## config.mk

```make
export PLATFORM = sky130hd
export DESIGN_NAME = cqdn_cell
export DESIGN_NICKNAME = d
export VERILOG_FILES = /design/src/rtl/cqdn_pkg.sv /design/src/rtl/cqdn_cell.sv
export SDC_FILE = /design/constraint.sdc
export NUM_CORES = 2
export LEC_CHECK = 0
export BUFFER_PORTS_ARGS = -buffer_cell sky130_fd_sc_hd__buf_2
export CAP_MARGIN = 15
export CORE_AREA = 4 4 503 505
export CTS_CLUSTER_SIZE = 30
export DETAILED_ROUTE_END_ITERATION = 10
export DIE_AREA = 0 0 507 509
export SYNTH_ARGS = -nofsm -noshare
export SYNTH_HDL_FRONTEND = slang
export SYNTH_SLANG_ARGS = --single-unit
```

## constraint.sdc

```tcl
create_clock -name i_clk -period 27.2 [get_ports i_clk]
set_clock_uncertainty 0.05 [all_clocks]
set_input_delay 5.44 -clock i_clk [delete_from_list [all_inputs] [get_ports i_clk]]
set_output_delay 5.44 -clock i_clk [all_outputs]
set_load 0.05 [all_outputs]
```

## src/rtl/cqdn_pkg.sv

```systemverilog
// Shared types and constants for the quaternion decode and normalise block.
package cqdn_pkg;

    localparam int unsigned LANES     = 4;
    localparam int unsigned NBITS     = 16;
    localparam int unsigned CELLS     = NBITS;
    localparam int unsigned REM_W     = 63;
    localparam int unsigned ACC_W     = 66;
    localparam logic [29:0] QSCALE_SQ = 30'd1073676289;
    localparam logic [31:0] MIN_SUMSQ = 32'd1074;
    localparam logic signed [15:0] QSCALE = 16'sd32767;

    typedef struct packed {
        logic signed [15:0] raw_x;
        logic signed [15:0] raw_y;
        logic signed [15:0] raw_z;
        logic signed [15:0] raw_w;
    } t_in_word;

    typedef struct packed {
        logic signed [15:0] norm_w;
        logic signed [15:0] norm_x;
        logic signed [15:0] norm_y;
        logic signed [15:0] norm_z;
        logic               degenerate;
    } t_out_word;

    // Word passed along the root chain; lane 0..3 = x, y, z, w.
    typedef struct packed {
        logic [LANES-1:0]                neg;
        logic                            degen;
        logic [LANES-1:0][NBITS-1:0]     n;
        logic [LANES-1:0][REM_W-1:0]     rem;
        logic [LANES-1:0][ACC_W-1:0]     u;
        logic [ACC_W-1:0]                v;
    } t_cell_word;

endpackage

```

## src/rtl/cqdn_cell.sv

```systemverilog
// One root cell: settles one bit of the scaled quotient in each lane.
module cqdn_cell import cqdn_pkg::*; (
    input  logic       i_clk,
    input  logic       i_rst_n,
    input  logic       i_valid,
    output logic       o_ready,
    input  t_cell_word i_data,
    output logic       o_valid,
    input  logic       i_ready,
    output t_cell_word o_data
);

    logic                   r_v;
    t_cell_word             r_w, n_w;
    logic                   adv;
    logic [ACC_W-1:0]       g, un;
    logic                   ok;

    assign adv     = !r_v || i_ready;
    assign o_ready = adv;
    assign o_valid = r_v;
    assign o_data  = r_w;

    // Test (a + 2^k)^2 S <= R with u = aS<<(k+1), v = S<<2k held pre-shifted.
    always_comb begin
        n_w       = i_data;
        n_w.v     = i_data.v >> 2;
        g         = '0;
        un        = '0;
        ok        = 1'b0;
        for (int i = 0; i < LANES; i++) begin
            g  = i_data.u[i] + i_data.v;
            ok = g <= {3'b000, i_data.rem[i]};
            un = ok ? i_data.u[i] + {i_data.v[ACC_W-2:0], 1'b0} : i_data.u[i];
            n_w.u[i]   = un >> 1;
            n_w.rem[i] = ok ? i_data.rem[i] - g[REM_W-1:0] : i_data.rem[i];
            n_w.n[i]   = {i_data.n[i][NBITS-2:0], ok};
        end
    end

    always_ff @(posedge i_clk) begin
        if (!i_rst_n) begin
            r_v <= 1'b0;
        end else if (adv) begin
            r_v <= i_valid;
        end
        if (adv) r_w <= n_w;
    end

endmodule

```

==> impl_results.md <==
* IO Pins at 1308
* Yosys reg bits at 646
* Syn Inst Count at 8674
* Initial antenna violation count at 166
* Reg2Reg Setup Slack at 23.18 ns
* Status: completed
* Final WL at 360 mm
* Arrival time at the worst endpoint at 15.20 ns
* Share of layout cells above drive strength 1 at 0.171
* Dominant synthesized flop cell: edfxtp_1
* Post-Syn Area at 72600 um^2
* Hold path depth at 1
* Core area at 248000 um^2
* IO Port Bufs at 1297
* CTS Buf Count at 86
* Total gr overflow at 0
* Worst VDD drop at 54.9 uV
* Clock transition at path regs at 0.06 ns
* Relative slew slack at 0.257
* Number of global-route vias before repair at 65600
* Area Overhead vs Synth at 18.1%
* Max Buffers Root-to-Sink at 3
* CP Launch Type: primary input
* Highest cell delay on the worst timing path at 0.80 ns
* Hold endpoint: o_data[123]
* Setup violators final at 0
* Later-pin clock latency in the skew report at 0.75 ns
* Worst setup EP type: register
* Hold Path Origin: o_valid
* Slew at the pin closest to its max-slew limit at 1.11 ns
* Avg WL per Cell at 27.2 um
* Post-cts resize count at 0
* Ys async rst share at 0
* Pre-antenna DRT Iters at 6
* Global Route Usage Sum at 0.265
* Setup TNS at 0 ns
* Worst hold slack at 0.867 ns
* Final Critical Period at 14.87 ns
* Crit-path max FO at 105
* First-pass GRT wire length at 491 mm
* Post-synth EDFFs at 645
* Post-CTS Hold Buffers at 0
* R2r endpoint: o_data[249]
* Post-route clock period utilization at 0.547
* Cell Rows at 183
* Initial core utilization at 0.293
* Area contributors post-synth: edfxtp_1 (27%), ha_1 (17%), a21o_1 (7.0%), o21ai_0 (5.6%), a21oi_1 (5.6%)
* Final antenna-violating net count at 0
* DR vias/cell at 5.32
* Fill count at 26400
* Post-synth top area share at 0.267
* Worst-case reg-to-reg path depth at 5
* Clock sinks at 646
* Residual DRC count at 0
* Fin nets at 11500
* Die Area at 258000 um^2
* P per Cell Area at 66.6 nW/um^2
* Worst Path Required at 27.53 ns
* Fmax at 67.2 MHz
* Gpl congestion at 0.968
* Largest net degree at the start of global routing at 192
* CP max stage cell: o21ai_0
* Via Count at 70400
* Max-Cap Viols at 0
* Final hold violation count at 0
* Fin. max-slew vios at 0
* Leakage at 41.8 nW
* CTS tree: done
* Die Ht at 509 um
* Die X-Extent at 507 um
* Sequential area share after synthesis at 0.267
* Final design utilization at 0.346
* Total design power at 5.71 mW
* Setup bufs post-CTS at 0
* H-tree depth at 3
* Synth cell types at 88
* Root Buffer: clkbuf_16
* Area leader, netlist: edfxtp_1
* RSZ-0062 raised after global routing: false
* YS warnings at 0
* RR Startpoint: o_valid
* Syn_area_per_cell at 8.37 um^2
* Worst setup path class: primary input to register
* Commonest non-fill, non-tap cell in the layout: buf_2
* Iter 0 DRT Violations at 5688
* Detail Placement HPWL at 303 mm
* Most frequent cells in the layout: buf_2 (1297), ha_1 (1016), nand2_1 (843), o21ai_0 (818), a21oi_1 (816)
* Hold crit path type: register to register
[cells by family after synthesis]
family / count (synthesis) / synth area share
AOI/OAI and AO/OA: 3016 / 0.260
and+or+nand+nor: 2054 / 0.133
buffers and inverters: 1099 / 0.0583
adders and majority gates: 1028 / 0.178
xor gates and xnor gates: 724 / 0.0873
DFF: 646 / 0.267
muxes: 106 / 0.0161
other: 1 / 0.0000516
[stage by stage]
stage	std cells	setup WS (ns)	instance area, um^2
global placement	13000	11.86	82500
finish	13200	12.33	85800
detailed placement	13000	11.91	82500
global route	13200	11.71	85700
floorplan	8679	0.557	72700
CTS	13200	12.61	85600
[worst max path at each step]
stage                   start          to  slack [ns]
floorplan             i_ready     o_ready        0.56
global placement    i_data[1]  o_data[99]       11.86
detailed placement  i_data[1]  o_data[99]       11.91
CTS                 i_data[1]  o_data[99]       12.61
global route        i_data[1]  o_data[96]       11.71
finish              i_data[1]  o_data[96]       12.33
[critical path, delay by kind of cell]
kind | cells | cell delay, ns
AO/OA/AOI/OAI | 15 | 5.19
AND/OR/NAND/NOR | 7 | 1.78
buffers and inverters | 6 | 1.76
adder cells (fa/ha/maj) | 2 | 0.72
XOR/XNOR | 1 | 0.18
[where the power goes]
part           internal (mW)  switching, mW  leakage, nW  total, mW
Clock                  0.727          0.541         1.47       1.27
Sequential              1.29         0.0589         6.73       1.35
Combinational          0.969           2.13         33.6       3.09
[cells in the mapped netlist, types with 95 or more instances]
cell type / count
ha_1: 1016
nand2_1: 843
o21ai_0: 818
a21oi_1: 816
inv_1: 712
a21o_1: 679
edfxtp_1: 645
xnor2_1: 418
nor2_1: 363
clkbuf_1: 310
xor2_1: 306
nand4_1: 177
nand3_1: 144
o21bai_1: 121
nor2b_1: 116
nand2b_1: 95
[layer usage]
metal | up-vias | share of wire | track usage
li1 | 33700 | - | -
met1 | 33200 | 0.42 | 0.336
met2 | 2820 | 0.44 | 0.413
met3 | 644 | 0.090 | 0.0699
met4 | 62 | 0.058 | 0.138
met5 | - | 0.0011 | 0
[final cells by class]
cell class / count / area, um^2 / area share
multi-input combinational: 6934 / 49100 / 0.572
tap: 3330 / 4170 / 0.0486
clock inverter: 65 / 907 / 0.0106
antenna: 78 / 195 / 0.00227
timing repair buffer: 1392 / 7230 / 0.0842
sequential: 646 / 19400 / 0.226
inverter: 712 / 2670 / 0.0311
clock buffer: 91 / 2170 / 0.0253
[flip-flops by register name, indices dropped and copies added, names as in the netlist]
signal   cells
o_data     645
o_valid      1
Power figures use the tool's default switching activity.
