--- src/rtl/cqdn_pkg.sv ---
// Shared types and constants for the quaternion decode and normalise block.
package cqdn_pkg;

    localparam int unsigned LANES     = 4;
    localparam int unsigned NBITS     = 16;
    localparam int unsigned CELLS     = NBITS;
    localparam int unsigned REM_W     = 63;
    localparam int unsigned ACC_W     = 66;
    localparam logic [29:0] QSCALE_SQ = 30'd1073676289;
    localparam logic [31:0] MIN_SUMSQ = 32'd1074;
    localparam logic signed [15:0] QSCALE = 16'sd32767;

    typedef struct packed {
        logic signed [15:0] raw_x;
        logic signed [15:0] raw_y;
        logic signed [15:0] raw_z;
        logic signed [15:0] raw_w;
    } t_in_word;

    typedef struct packed {
        logic signed [15:0] norm_w;
        logic signed [15:0] norm_x;
        logic signed [15:0] norm_y;
        logic signed [15:0] norm_z;
        logic               degenerate;
    } t_out_word;

    // Word passed along the root chain; lane 0..3 = x, y, z, w.
    typedef struct packed {
        logic [LANES-1:0]                neg;
        logic                            degen;
        logic [LANES-1:0][NBITS-1:0]     n;
        logic [LANES-1:0][REM_W-1:0]     rem;
        logic [LANES-1:0][ACC_W-1:0]     u;
        logic [ACC_W-1:0]                v;
    } t_cell_word;

endpackage

--- src/rtl/cqdn_front.sv ---
// Front end: component decode, squares, sum of squares and chain seeding.
module cqdn_front import cqdn_pkg::*; (
    input  logic       i_clk,
    input  logic       i_rst_n,
    input  logic       i_valid,
    output logic       o_ready,
    input  t_in_word   i_data,
    output logic       o_valid,
    input  logic       i_ready,
    output t_cell_word o_data
);

    logic                        r1_v, r2_v;
    logic [LANES-1:0]            r1_neg;
    logic [LANES-1:0][29:0]      r1_sq;
    t_cell_word                  r2_w;
    logic                        adv1, adv2;
    logic [LANES-1:0][15:0]      raw;
    logic [LANES-1:0][14:0]      mag;
    logic [LANES-1:0]            neg;
    logic [31:0]                 sum;

    assign adv2    = !r2_v || i_ready;
    assign adv1    = !r1_v || adv2;
    assign o_ready = adv1;
    assign o_valid = r2_v;
    assign o_data  = r2_w;

    assign raw[0] = i_data.raw_x;
    assign raw[1] = i_data.raw_y;
    assign raw[2] = i_data.raw_z;
    assign raw[3] = i_data.raw_w;

    // Negative code maps to its low bits; otherwise magnitude is 32767 - c.
    always_comb begin
        for (int i = 0; i < LANES; i++) begin
            mag[i] = raw[i][15] ? raw[i][14:0] : ~raw[i][14:0];
            neg[i] = !raw[i][15] && (raw[i][14:0] != 15'h7fff);
        end
    end

    always_comb begin
        sum = '0;
        for (int i = 0; i < LANES; i++) begin
            sum = sum + {2'b00, r1_sq[i]};
        end
    end

    always_ff @(posedge i_clk) begin
        if (!i_rst_n) begin
            r1_v <= 1'b0;
            r2_v <= 1'b0;
        end else begin
            if (adv1) r1_v <= i_valid;
            if (adv2) r2_v <= r1_v;
        end
        if (adv1) begin
            r1_neg <= neg;
            for (int i = 0; i < LANES; i++) begin
                r1_sq[i] <= 30'(mag[i] * mag[i]);
            end
        end
        if (adv2) begin
            r2_w.neg   <= r1_neg;
            r2_w.degen <= sum < MIN_SUMSQ;
            r2_w.v     <= {4'b0, sum, 30'b0};
            for (int i = 0; i < LANES; i++) begin
                r2_w.n[i]   <= '0;
                r2_w.u[i]   <= '0;
                r2_w.rem[i] <= {1'b0, 60'(r1_sq[i] * QSCALE_SQ), 2'b00};
            end
        end
    end

endmodule

--- config.mk ---
export PLATFORM = sky130hd
export DESIGN_NAME = cqdn_front
export DESIGN_NICKNAME = d
export VERILOG_FILES = /design/src/rtl/cqdn_pkg.sv /design/src/rtl/cqdn_front.sv
export SDC_FILE = /design/constraint.sdc
export NUM_CORES = 2
export LEC_CHECK = 0
export BUFFER_PORTS_ARGS = -buffer_cell sky130_fd_sc_hd__buf_4
export CAP_MARGIN = 20
export CORE_ASPECT_RATIO = 0.7
export CORE_UTILIZATION = 60
export DETAILED_ROUTE_END_ITERATION = 8
export PLACE_DENSITY_LB_ADDON = 0.25
export SKIP_LAST_GASP = 1
export SLEW_MARGIN = 20
export SYNTH_ARGS = -nofsm -noshare
export SYNTH_HDL_FRONTEND = slang
export SYNTH_SLANG_ARGS = --single-unit
--- constraint.sdc ---
create_clock -name i_clk -period 10.9 [get_ports i_clk]
set_input_delay 2.18 -clock i_clk [delete_from_list [all_inputs] [get_ports i_clk]]
set_output_delay 2.18 -clock i_clk [all_outputs]
set_load 0.05 [all_outputs]
==> metrics <==
Boundary Pins 721; RR Startpoint r1_sq[67]; Final period util 84.78%; Clock Sinks between 300 and 400; clock tree buffer depth 3; CP Max Fanout 20; post-detailed-route DRC marker count 0; part of the Yosys area used for sequential elements 13.95%; fin nets 11435; fin worst setup slack 1659 ps; Initial Utilization roughly 60%; number of synthesized flops with an enable pin 393; post-CTS resize count 0; Setup Skew 37.28 ps; global-route wire length before repair 339.0 mm; Reg2Reg Depth 20; Initial DRC Count 4314; # Post-CTS Setup Buffers 0; Vias/cell between 5 and 6; Worst-Margin Slew 1326 ps; Die Ht 316.7 microns; # diodes 0; core area 140400 sq um; #FFs+latches synth between 300 and 400; RSZ-0062 raised after global routing false; Placer Congestion 1.003; max-slew violation count 0; CTS Buf Count 46; TritonCTS clock tree done; Routed WL 220.2 mm; hpwl dp 190.9 mm; CP startpoint i_data[31]; vias in the first global route 58124; syn avg cell area 10.62 sq um; top cells by area, synth fa_1, ha_1, edfxtp_1; kind of critical path input port to flip-flop; leading area contributor after synthesis fa_1; FMAX between 100 and 150 MHz; worst relative slew slack 11.60%; drt pass-1 iters 7; GRT overflow 0; mapped cell area 84880 sq um; crit end category flip-flop; Max-Cap Viols 0; crit start category input port; die footprint 143000 sq um; Yosys cell types 80; Period minus WS final 9241 ps; DIE WIDTH between 400 and 500 microns; H-Tree Depth 2; largest net degree at the start of global routing 163; post-synth top area share around two fifths; final setup TNS 0 ps; root buf cell clkbuf_16; Hold Fails Final Rpt 0; initial antenna violation count 3; Post-DRT Antenna Nets 0; ys async rst share 0%; Area growth syn-to-layout 6.396%; WL per Instance between 20 and 25 microns; total number of vias 56551; crit path DAT 9660 ps; row cnt 115; Hold WC Path Type flip-flop to flip-flop; # placed instances 10243; gr usage total 31.42%; synth warn 0; Reg-to-Reg End o_data[517]; Port Buf Inserts 342; share of post-route cells with drive strength above 1 6.257%; CTS Hold Bufs 0; clk_lat worst skew 670 ps; Cells after Synth 7995; clock transition at the registers of the reported paths 70 ps; worst slack, placed 758.0 ps; fin cells around 10000; Primary FF master, synth edfxtp_1; Setup crit end r1_sq[89]; status complete, no violations; Setup violations, final 0; reg-to-reg slack, setup approximately 2200 ps; Data required, critical path approximately 11000 ps
==> metrics by stage <==
stage	util [%]	area [sq um]	hold slack, ps
2_1_floorplan	-	86370	400.3
3_3_place_gp	63.21	88770	400.6
3_5_place_dp	63.21	88770	420.5
4_1_cts	64.30	90290	435.5
5_1_grt	64.31	90310	435.9
6_report	64.31	90310	429.9
==> worst min-delay path by stage <==
stage / startpoint / to / cells after the start
5_1_grt: r1_neg[2] / o_data[649] / 0
3_3_place_gp: r1_neg[0] / o_data[647] / 0
4_1_cts: r1_neg[2] / o_data[649] / 0
3_5_place_dp: r1_neg[1] / o_data[648] / 0
2_1_floorplan: r1_neg[0] / o_data[647] / 0
6_report: r1_neg[2] / o_data[649] / 0
==> cells by family after synthesis <==
group           Yosys count  share of synthesized area [%]
flops                   395                          13.95
other cells               2                       0.008848
buf+inv                2338                          12.02
mux                       5                        0.05897
compound gates          860                          6.631
fa+ha+maj              2950                          57.76
xor+xnor                393                          4.055
simple gates           1052                          5.509
==> per-layer routing <==
layer	part of all wire, %	vias to the layer above	GRT usage (%)
met5	0.0036	-	0
met4	2.6	2	7.604
met3	10	261	8.359
met2	42	2294	45.00
met1	45	28503	47.49
li1	-	25491	-
==> registers in the layout, summed over array words and instances, names as in the netlist <==
register	flops
o_data	273
r1_sq	116
r1_neg	4
o_valid	1
r1_v	1
==> synth_stat cells (121+ instances only) <==
master    instances
a21o_1          142
a21oi_1         271
buf_4           378
edfxtp_1        393
fa_1           1615
ha_1           1333
inv_1          1887
nand2_1         341
nor2_1          389
o21ai_0         121
xnor2_1         271
xor2_1          122
==> layout by cell type (no fill, tap or decap), types with 21 or more instances in the layout <==
cell type     n
nand4_1      36
a21o_1      142
a31oi_1      27
nor2_1      389
xor2_1      122
edfxtp_1    393
clkinv_1     23
o21bai_1     58
nand3_1      69
xnor2_1     270
ha_1       1333
and3_1       32
nor3_1       52
conb_1      398
buf_4       410
a21oi_1     271
nand2_1     340
a211oi_1     46
o21ai_0     121
clkbuf_16    46
fa_1       1615
inv_1      1886
nand2b_1     22
nor2b_1      21
o211ai_1     21
o21a_1       36
==> worst max-delay path, cell delays in order <==
cell       delay (ps)
buf_4             210
xnor2_2           620
inv_1             330
nor2_1            350
fa_1              500
fa_1              520
fa_1              520
inv_1              60
fa_1              530
inv_1              50
fa_1              500
fa_1              410
ha_1              330
a21oi_1           270
nand2_1            90
a2111oi_0         550
o311ai_0          370
a31oi_1           420
o21ai_0           240
a311o_1           360
a21oi_1           180
xnor2_1            70
==> area by class of cell <==
type / count / area [sq um]
clock buffers: 49 / 1162
clock inverters: 35 / 357.8
fillers: 11435 / 50130
inverters: 1907 / 7166
multi-input cells: 5658 / 64340
flip-flops and latches: 395 / 11840
well taps: 1872 / 2342
repair buffers: 411 / 3098
Power is left out: the tool's default activity adds up to more than one toggle a clock period on the data nets, which glitch-free logic cannot reach.
